==> src/assert_macros.svh <==
// Assertion helpers shared by the RTL.
`ifndef ASSERT_MACROS_SVH
`define ASSERT_MACROS_SVH

// Same-cycle implication, checked outside reset.
`define SPQ_ASSERT_NOW(label, ante, cons, msg) \
  label: assert property (@(posedge clk) disable iff (!rst_n) (ante) |-> (cons)) \
    else $error(msg);

// Next-cycle implication, checked outside reset.
`define SPQ_ASSERT_NEXT(label, ante, cons, msg) \
  label: assert property (@(posedge clk) disable iff (!rst_n) (ante) |=> (cons)) \
    else $error(msg);

`endif

==> src/spq_pkg.sv <==
package spq_pkg;

  localparam int CAPACITY = 16;
  localparam int CNT_W    = $clog2(CAPACITY + 1);

  localparam int VAL_W    = 32;
  localparam int PRI_W    = 16;
  localparam int STAT_W   = 2;
  localparam int ECNT_W   = 5;

  localparam int IN_DATA_W  = 48; // value + priority, whole bytes
  localparam int OUT_DATA_W = 40; // removed value + count, padded to bytes

  localparam logic MODE_INSERT = 1'b0;
  localparam logic MODE_REMOVE = 1'b1;

  localparam logic [STAT_W-1:0] ST_DONE  = 2'd0;
  localparam logic [STAT_W-1:0] ST_EMPTY = 2'd1;
  localparam logic [STAT_W-1:0] ST_FULL  = 2'd2;

  // Broadcast to every cell in the row.
  typedef struct packed {
    logic                    ins;
    logic                    rem;
    logic [VAL_W-1:0]        value;
    logic signed [PRI_W-1:0] pri;
  } spq_cmd_t;

endpackage

==> src/spq_cell.sv <==
module spq_cell (
  input  logic                            clk,
  input  spq_pkg::spq_cmd_t               cmd,
  input  logic                            occupied,
  input  logic                            le_prev,
  input  logic [spq_pkg::VAL_W-1:0]       left_val,
  input  logic signed [spq_pkg::PRI_W-1:0] left_pri,
  input  logic [spq_pkg::VAL_W-1:0]       right_val,
  input  logic signed [spq_pkg::PRI_W-1:0] right_pri,
  output logic                            le,
  output logic [spq_pkg::VAL_W-1:0]       val,
  output logic signed [spq_pkg::PRI_W-1:0] pri
);

  logic [spq_pkg::VAL_W-1:0]        val_r, val_nxt;
  logic signed [spq_pkg::PRI_W-1:0] pri_r, pri_nxt;

  // Insert point: first slot that is free or holds a key >= the new one.
  assign le = !occupied || ($signed(cmd.pri) <= $signed(pri_r));

  always_comb begin
    val_nxt = val_r;
    pri_nxt = pri_r;
    if (cmd.ins) begin
      if (le_prev) begin
        val_nxt = left_val;   // shift toward the tail
        pri_nxt = left_pri;
      end else if (le) begin
        val_nxt = cmd.value;
        pri_nxt = cmd.pri;
      end
    end else if (cmd.rem) begin
      val_nxt = right_val;    // shift toward the head
      pri_nxt = right_pri;
    end
  end

  always_ff @(posedge clk) begin
    val_r <= val_nxt;
    pri_r <= pri_nxt;
  end

  assign val = val_r;
  assign pri = pri_r;

endmodule

==> src/sorted_priority_queue.sv <==
// sorted_priority_queue: min-first priority queue built as a row of shift cells.
// The result is registered and appears in the cycle after a request is accepted.
// Throughput: one request per cycle while the result side keeps up; every cell compares and shifts in parallel.
// Reset (rst_n low, synchronous): queue empties, no pending result; slot
// contents are left as they are and only read below the stored count.
`include "assert_macros.svh"

module sorted_priority_queue (
  input  logic                                clk,
  input  logic                                rst_n,
  // request channel
  input  logic                                in_tvalid,
  output logic                                in_tready,
  input  logic [spq_pkg::IN_DATA_W-1:0]       in_tdata,  // [31:0] value, [47:32] priority_req
  input  logic [0:0]                          in_tuser,  // [0] mode
  // result channel
  output logic                                out_tvalid,
  input  logic                                out_tready,
  output logic [spq_pkg::OUT_DATA_W-1:0]      out_tdata, // [31:0] removed_value,
                                                         // [36:32] entry_count, rest zero
  output logic [spq_pkg::STAT_W-1:0]          out_tuser  // [1:0] status
);

  localparam int N = spq_pkg::CAPACITY;
  localparam int CW = spq_pkg::CNT_W;

  // ---------------------------------------------------------------- control
  logic          in_acc;
  logic          full, empty;
  logic [CW-1:0] count_r, count_nxt;
  logic          out_valid_r, out_valid_nxt;
  spq_pkg::spq_cmd_t cmd;

  // Output register decouples the two sides; a new request is taken whenever
  // the pending result leaves in the same cycle.
  assign in_tready = !out_valid_r || out_tready;
  assign in_acc    = in_tvalid && in_tready;

  assign full  = (count_r == CW'(N));
  assign empty = (count_r == '0);

  always_comb begin
    cmd.ins   = in_acc && (in_tuser[0] == spq_pkg::MODE_INSERT) && !full;
    cmd.rem   = in_acc && (in_tuser[0] == spq_pkg::MODE_REMOVE) && !empty;
    cmd.value = in_tdata[spq_pkg::VAL_W-1:0];
    cmd.pri   = in_tdata[spq_pkg::VAL_W +: spq_pkg::PRI_W];
  end

  always_comb begin
    count_nxt = count_r;
    if (cmd.ins) count_nxt = count_r + CW'(1);
    else if (cmd.rem) count_nxt = count_r - CW'(1);
  end

  // ---------------------------------------------------------------- cell row
  logic [N-1:0]                          le;
  logic [N-1:0]                          occ;
  logic [spq_pkg::VAL_W-1:0]             cval [N];
  logic signed [spq_pkg::PRI_W-1:0]      cpri [N];

  for (genvar i = 0; i < N; i++) begin : g_cell
    logic                             le_prev;
    logic [spq_pkg::VAL_W-1:0]        lval, rval;
    logic signed [spq_pkg::PRI_W-1:0] lpri, rpri;

    assign occ[i] = (count_r > CW'(i));

    if (i == 0) begin : g_head
      assign le_prev = 1'b0;
      assign lval    = '0;
      assign lpri    = '0;
    end else begin : g_body
      assign le_prev = le[i-1];
      assign lval    = cval[i-1];
      assign lpri    = cpri[i-1];
    end

    if (i == N - 1) begin : g_tail
      // tail slot is free after any remove that reaches it
      assign rval = cval[i];
      assign rpri = cpri[i];
    end else begin : g_mid
      assign rval = cval[i+1];
      assign rpri = cpri[i+1];
    end

    spq_cell u_cell (
      .clk       (clk),
      .cmd       (cmd),
      .occupied  (occ[i]),
      .le_prev   (le_prev),
      .left_val  (lval),
      .left_pri  (lpri),
      .right_val (rval),
      .right_pri (rpri),
      .le        (le[i]),
      .val       (cval[i]),
      .pri       (cpri[i])
    );
  end

  // ---------------------------------------------------------------- result
  logic [spq_pkg::STAT_W-1:0]    status_r, status_nxt;
  logic [spq_pkg::VAL_W-1:0]     rmval_r, rmval_nxt;

  always_comb begin
    out_valid_nxt = out_valid_r;
    if (in_acc) out_valid_nxt = 1'b1;
    else if (out_tready) out_valid_nxt = 1'b0;

    status_nxt = status_r;
    rmval_nxt  = rmval_r;
    if (in_acc) begin
      rmval_nxt = '0;
      if (in_tuser[0] == spq_pkg::MODE_INSERT) begin
        status_nxt = full ? spq_pkg::ST_FULL : spq_pkg::ST_DONE;
      end else if (empty) begin
        status_nxt = spq_pkg::ST_EMPTY;
      end else begin
        status_nxt = spq_pkg::ST_DONE;
        rmval_nxt  = cval[0];   // head holds the lowest priority
      end
    end
  end

  always_ff @(posedge clk) begin
    if (!rst_n) begin
      out_valid_r <= 1'b0;
      count_r     <= '0;
    end else begin
      out_valid_r <= out_valid_nxt;
      count_r     <= count_nxt;
    end
  end

  always_ff @(posedge clk) begin
    status_r <= status_nxt;
    rmval_r  <= rmval_nxt;
  end

  // count shown after the operation; it is the register itself once updated
  assign out_tvalid = out_valid_r;
  assign out_tuser  = status_r;
  assign out_tdata  = {{(spq_pkg::OUT_DATA_W - spq_pkg::VAL_W - spq_pkg::ECNT_W){1'b0}},
                       spq_pkg::ECNT_W'(count_r), rmval_r};

  // ---------------------------------------------------------------- checks
  logic rem_on_empty;
  assign rem_on_empty = in_acc && (in_tuser[0] == spq_pkg::MODE_REMOVE) && empty;

  `SPQ_ASSERT_NOW(a_count_bound, 1'b1, count_r <= CW'(N), "stored count above capacity")
  `SPQ_ASSERT_NEXT(a_ins_grows, cmd.ins, count_r == $past(count_r) + CW'(1), "insert lost")
  `SPQ_ASSERT_NEXT(a_empty_status, rem_on_empty, status_r == spq_pkg::ST_EMPTY, "empty missed")
  `SPQ_ASSERT_NOW(a_head_order, count_r >= CW'(2), cpri[0] <= cpri[1], "head out of order")

endmodule
==> config.mk <==
export PLATFORM = sky130hd
export DESIGN_NAME = sorted_priority_queue
export DESIGN_NICKNAME = d
export VERILOG_FILES = /design/src/spq_pkg.sv /design/src/spq_cell.sv /design/src/sorted_priority_queue.sv
export VERILOG_INCLUDE_DIRS = /design/src /design/src/src
export SDC_FILE = /design/constraint.sdc
export NUM_CORES = 2
export LEC_CHECK = 0
export BUFFER_PORTS_ARGS = -buffer_cell sky130_fd_sc_hd__buf_2
export CAP_MARGIN = 10
export CORE_MARGIN = 1.5
export CORE_UTILIZATION = 45
export DETAILED_ROUTE_END_ITERATION = 8
export SYNTH_ARGS = -nofsm -noshare
export SYNTH_HDL_FRONTEND = slang
export SYNTH_SLANG_ARGS = --single-unit
==> constraint.sdc <==
create_clock -name clk -period 13.6 [get_ports clk]
set_clock_uncertainty 0.1 [all_clocks]
set_input_delay 0 -clock clk [delete_from_list [all_inputs] [get_ports clk]]
set_output_delay 0 -clock clk [all_outputs]
set_load 0.005 [all_outputs]
# After elaboration in Yosys (flattened, before gate mapping)
# Index checks and enable logic that the tools add are counted.
# totals
out_inout_bits,44
ff_bits,808
input_bits,53
elab_cells,278
# classes
addsub,2
muxes,129
bitwise,1
order_cmp,32
eq_ne,16
n_reduce_logical,62
# op_table
op,n
32-bit 2-to-1 mux,61
16-bit 2-to-1 mux,61
16-bit less-or-equal comparator,16
"3-bit by 1-bit != test with 1-bit output, second input constant",14
"5-bit by 4-bit greater-than comparator with 1-bit output, second input constant",8
2-bit AND reduction,16
"5-bit by 3-bit greater-than comparator with 1-bit output, second input constant",4
1-bit zero test,19
1-bit logical OR,17
"5-bit by 1-bit greater-than comparator with 1-bit output, second input constant",2
"5-bit by 2-bit greater-than comparator with 1-bit output, second input constant",2
5-bit 2-to-1 mux,2
2-bit nonzero test,3
"5-bit by 1-bit adder with 5-bit output, second input constant",1
"5-bit == test, second input constant",1
1-bit logical AND,5
5-bit zero test,1
"5-bit by 1-bit subtractor with 5-bit output, second input constant",1
2-bit 2-to-1 mux,2
1-bit 2-to-1 mux,3
"2-bit by 1-bit != test with 1-bit output, second input constant",1
2-bit OR reduction,1
1-bit inverter,1

# Depth between registers and ports, before layout
# logic_depth
ltp_word,7
depth_mapped,12
depth_no_buf,8

# Cells and area by module
# From an unflattened synthesis, not the netlist that was laid out.
# hier_totals
cells_unflattened,4521
area_unflattened_um2,48061.1
# by_module_without_submodules
mod,seq_area_each_um2,cells_each,area_each_um2,instances
spq_cell at g_cell[0].u_cell ...,1441.4,274,2891.5,10
spq_cell at g_cell[4].u_cell ...,1441.4,268,2862.7,6
sorted_priority_queue,1141.1,173,1969.4,1

# Worst setup path before layout
# Ideal clock, no wire load.
# synth_timing
path_kind,register -> register
start,"register g_cell[2].u_cell.pri_r, in the netlist g_cell[2].u_cell.pri[7]"
end,"register g_cell[2].u_cell.pri_r, in the netlist g_cell[2].u_cell.pri[0], enable pin"
setup_ns,0.482
path_buffers,2
arrival_ns,4.825
slack_ns,8.192
path_stages_with_launch,11
period_less_slack_ns,5.408
required_ns,13.018
path_cell_list,edfxtp_1 > inv_1 > ha_1 > nand4_1 > or4_1 > a21o_1 > and4_1 > clkbuf_1 > o21a_4 > buf_6 > a31oi_1
# synth_between
elab_chain_cells,4
# synth_rtl
element,line,source
"start, declared",spq_cell.sv:16,"logic signed [spq_pkg::PRI_W-1:0] pri_r, pri_nxt;"
"start signal, assigned",spq_cell.sv:40,pri_r <= pri_nxt;
16-bit less-or-equal comparator,spq_cell.sv:19,assign le = !occupied || ($signed(cmd.pri) <= $signed(pri_r));
1-bit logical OR,spq_cell.sv:19,
3-bit by 1-bit != test with 1-bit output (no line),-,
2-bit AND reduction (no line),-,
# No other way between the ends.
# A chain may end at the register's enable or synchronous reset.

# Worst setup path in the final report
# layout_timing
start,register count_r[0]
end,"register g_cell[3].u_cell.pri_r, in the netlist g_cell[3].u_cell.pri[13], data pin"
# layout_between
elab_chain_cells,5
word_cells_on_any_way,8
classes_between,order compare: 1; eq/ne: 1; mux: 2; reduce/logical: 4
# layout_rtl
element,line,source
"start, declared",sorted_priority_queue.sv:30,"logic [CW-1:0] count_r, count_nxt;"
"start signal, assigned",sorted_priority_queue.sv:132,count_r <= count_nxt;
5-bit by 2-bit greater-than comparator with 1-bit output,sorted_priority_queue.sv:66,assign occ[i] = (count_r > CW'(i));
1-bit zero test,spq_cell.sv:19,
1-bit logical OR,spq_cell.sv:19,
16-bit 2-to-1 mux,spq_cell.sv:25,if (le_prev) begin
16-bit 2-to-1 mux *,spq_cell.sv:24,if (cmd.ins) begin
"net g_cell[3].u_cell.pri_nxt, one bit",spq_cell.sv:16,
"end signal, assigned",spq_cell.sv:40,
"end, declared",spq_cell.sv:16,
# The timed path passes the listed nets; every way through them passes the cells marked *.

==> results.json <==
{
  "yosysSeqAreaShare_pct": 49.6,
  "io_pins": 97,
  "clockBufferDepth": 3,
  "fp.coreArea_um2": 107000,
  "syn_inst": 4815,
  "drv_slew": 0,
  "drc": 0,
  "grt_pass1_vias": 37588,
  "critPathLaunchType": "flop",
  "gr-usage-all-layers_pct": 26.9,
  "finalCritPeriodShare_pct": 40.0,
  "layout-drive-gt1-share_pct": 9.76,
  "cp-end-kind": "flop",
  "async_flop_share_pct": 0,
  "cts_made_buffers": 92,
  "die_w_um": 332,
  "cts_sinks": 808,
  "dp_hpwl_um": 106000,
  "cts-root-buf": "clkbuf_16",
  "ys_seq_elements": 808,
  "initial_utilization_pct": 45.5,
  "routedWlPerCell_um": 25.1,
  "drt-total-wl_um": 154000,
  "vias": 39593,
  "gp_congestion": 0.887,
  "finalHoldViolations": 0,
  "grt_first_pass_wirelength_um": 234000,
  "worst-setup-path-type": "flop to flop",
  "ir_drop_mv": 0.0868,
  "status": "complete, no violations",
  "vias_per_cell": 6.46,
  "area_growth_pct": 9.65,
  "finalNetCount": 4960,
  "synth_cell_types": 72,
  "fin_setup_tns_ns": 0,
  "drt_iter0_drc": 4738,
  "rsz0062_at_grt": "no",
  "path_clk_slew_ns": 0.06,
  "cp_max_fo": 84,
  "cap_violations": 0,
  "synth_edf_count": 802,
  "layout_common_cells": "nand2_1, edfxtp_1, o211ai_1, nand4_1, inv_1",
  "syn_avg_cell_area_um2": 10.1,
  "mostFrequentLayoutCell": "nand2_1",
  "yosys_warnings": 0,
  "synthFlopType": "edfxtp_1",
  "critical_path_arrival_ns": 5.82,
  "setup_viol": 0,
  "min_path_type": "input pin to flop",
  "p_leak_nw": 19.2,
  "tightest_slew_ns": 1.34,
  "syn_area_um2": 48800,
  "die_area_um2": 110000,
  "holdWs_ns": 0.0618,
  "fmax_mhz": 184,
  "max-slew-margin-rel_pct": 10.5,
  "cts_tree": "built",
  "cp.required_ns": 13.98,
  "num_rows": 120,
  "p_per_area_nw_per_um2": 145,
  "cts-htree-levels": 3,
  "fillers": 9825,
  "first_pass_iters": 6,
  "die_h_um": 332,
  "antenna_found_initial": 3,
  "grt_overflow": 0,
  "drtAntennaViolNets": 0,
  "clock_latency_ns": 0.68,
  "grt_start_max_net_pins": 241,
  "port_buffers": 93,
  "min_period_ns": 5.44
}
## synthesized netlist by cell type (all sizes together), types with 6 or more instances
library cell / instances / area, um2
ha: 261 / 3270
a31oi: 84 / 541
mux2: 48 / 541
a21oi: 114 / 571
o2111a: 6 / 67.6
nor2: 119 / 447
o21ai: 128 / 641
a2111oi: 6 / 52.6
nand3: 47 / 245
nand4: 313 / 1960
nor2b: 17 / 106
o221ai: 105 / 920
a41oi: 16 / 140
and2: 89 / 562
dfxtp: 6 / 120
buf: 182 / 1000
a211oi: 17 / 133
nor4: 13 / 81.3
clkbuf: 311 / 1170
a22oi: 18 / 135
a21o: 31 / 233
a221o: 62 / 621
o211ai: 732 / 5650
nor3: 14 / 70.1
edfxtp: 802 / 24100
nand2: 878 / 3300
a21boi: 6 / 45.0
and4: 51 / 447
o21a: 13 / 105
inv: 263 / 987
## timing repair
action                                  CTS  global route
buffers inserted                          0             0
endpoints found under the setup margin    0             0
resized for setup                         0             0
hold buffers                             52             0
hold endpoints to repair                225             0
## cell families after synthesis
family                   after synthesis  share of synthesized area [%]
adder cells (fa/ha/maj)              261                           6.70
buffers and inverters                756                           6.47
XOR/XNOR                               4                         0.0719
AND/OR/NAND/NOR                     1570                           15.3
flip-flops                           808                           49.6
other                                  1                        0.00769
multiplexers                          48                           1.11
AO/OA/AOI/OAI                       1367                           20.8
## metrics by stage
step	cell area (um2)	power (mW)	cells	setup WS (ns)	utilization, %
floorplan	48800	4.67	4817	8.19	-
global placement	49900	5.25	5899	8.28	46.6
detailed placement	50000	5.29	5901	8.28	46.6
CTS	53400	7.77	6123	8.28	49.8
global route	53500	8.09	6126	7.87	49.9
finish	53500	7.77	6126	8.16	49.9
## sequential cells by signal (all words and copies together), names as in the netlist
signal and cells:
out_tuser 2, g_cell.u_cell.pri 256, out_tvalid 1, count_r 5, g_cell.u_cell.val 512, rmval_r 32
## report_power, final
part	internal, mW	switching [mW]
registers	3.27	0.224
logic	0.532	1.28
clock network	1.37	1.09
total	5.17	2.60
## layer usage
layer / global-route usage (%) / share of wire, % / vias to the layer above
li1: - / - / 18178
met1: 42.6 / 47 / 19319
met2: 36.5 / 40 / 1946
met3: 6.90 / 11 / 150
met4: 5.49 / 1.5 / 0
met5: 0 / 0 / -
## path summary, 6_finish.rpt
kind	start	end	slack (ns)	depth (start not counted)
setup reg to reg	count_r[0]	g_cell[3].u_cell.pri[13]	8.16	10
hold reg to reg	g_cell[1].u_cell.val[23]	g_cell[0].u_cell.val[23]	0.45	2
setup / recovery	count_r[0]	g_cell[3].u_cell.pri[13]	8.16	10
hold / removal	rst_n	count_r[4]	0.06	3
## layout make-up
cell class	instances	area, um2	area share (%)
flip-flops and latches	808	24200	45.3
repair buffers	228	1700	3.19
diodes	1	2.50	0.00468
clock inverters	64	559	1.05
well taps	1403	1760	3.28
clock buffers	106	2380	4.44
inverters	263	987	1.85
multi-input cells	3253	21900	40.9
## critical path, stage by stage (launching register included)
cell and delay (ns):
dfxtp_1 0.60, inv_1 0.13, ha_1 0.25, nor3b_1 0.19
a211oi_4 0.49, buf_4 0.75, buf_4 0.86, buf_4 0.80
and2_1 0.57, o211ai_1 0.17, o221ai_1 0.14
Note: power is estimated with default switching activity, not from simulation.
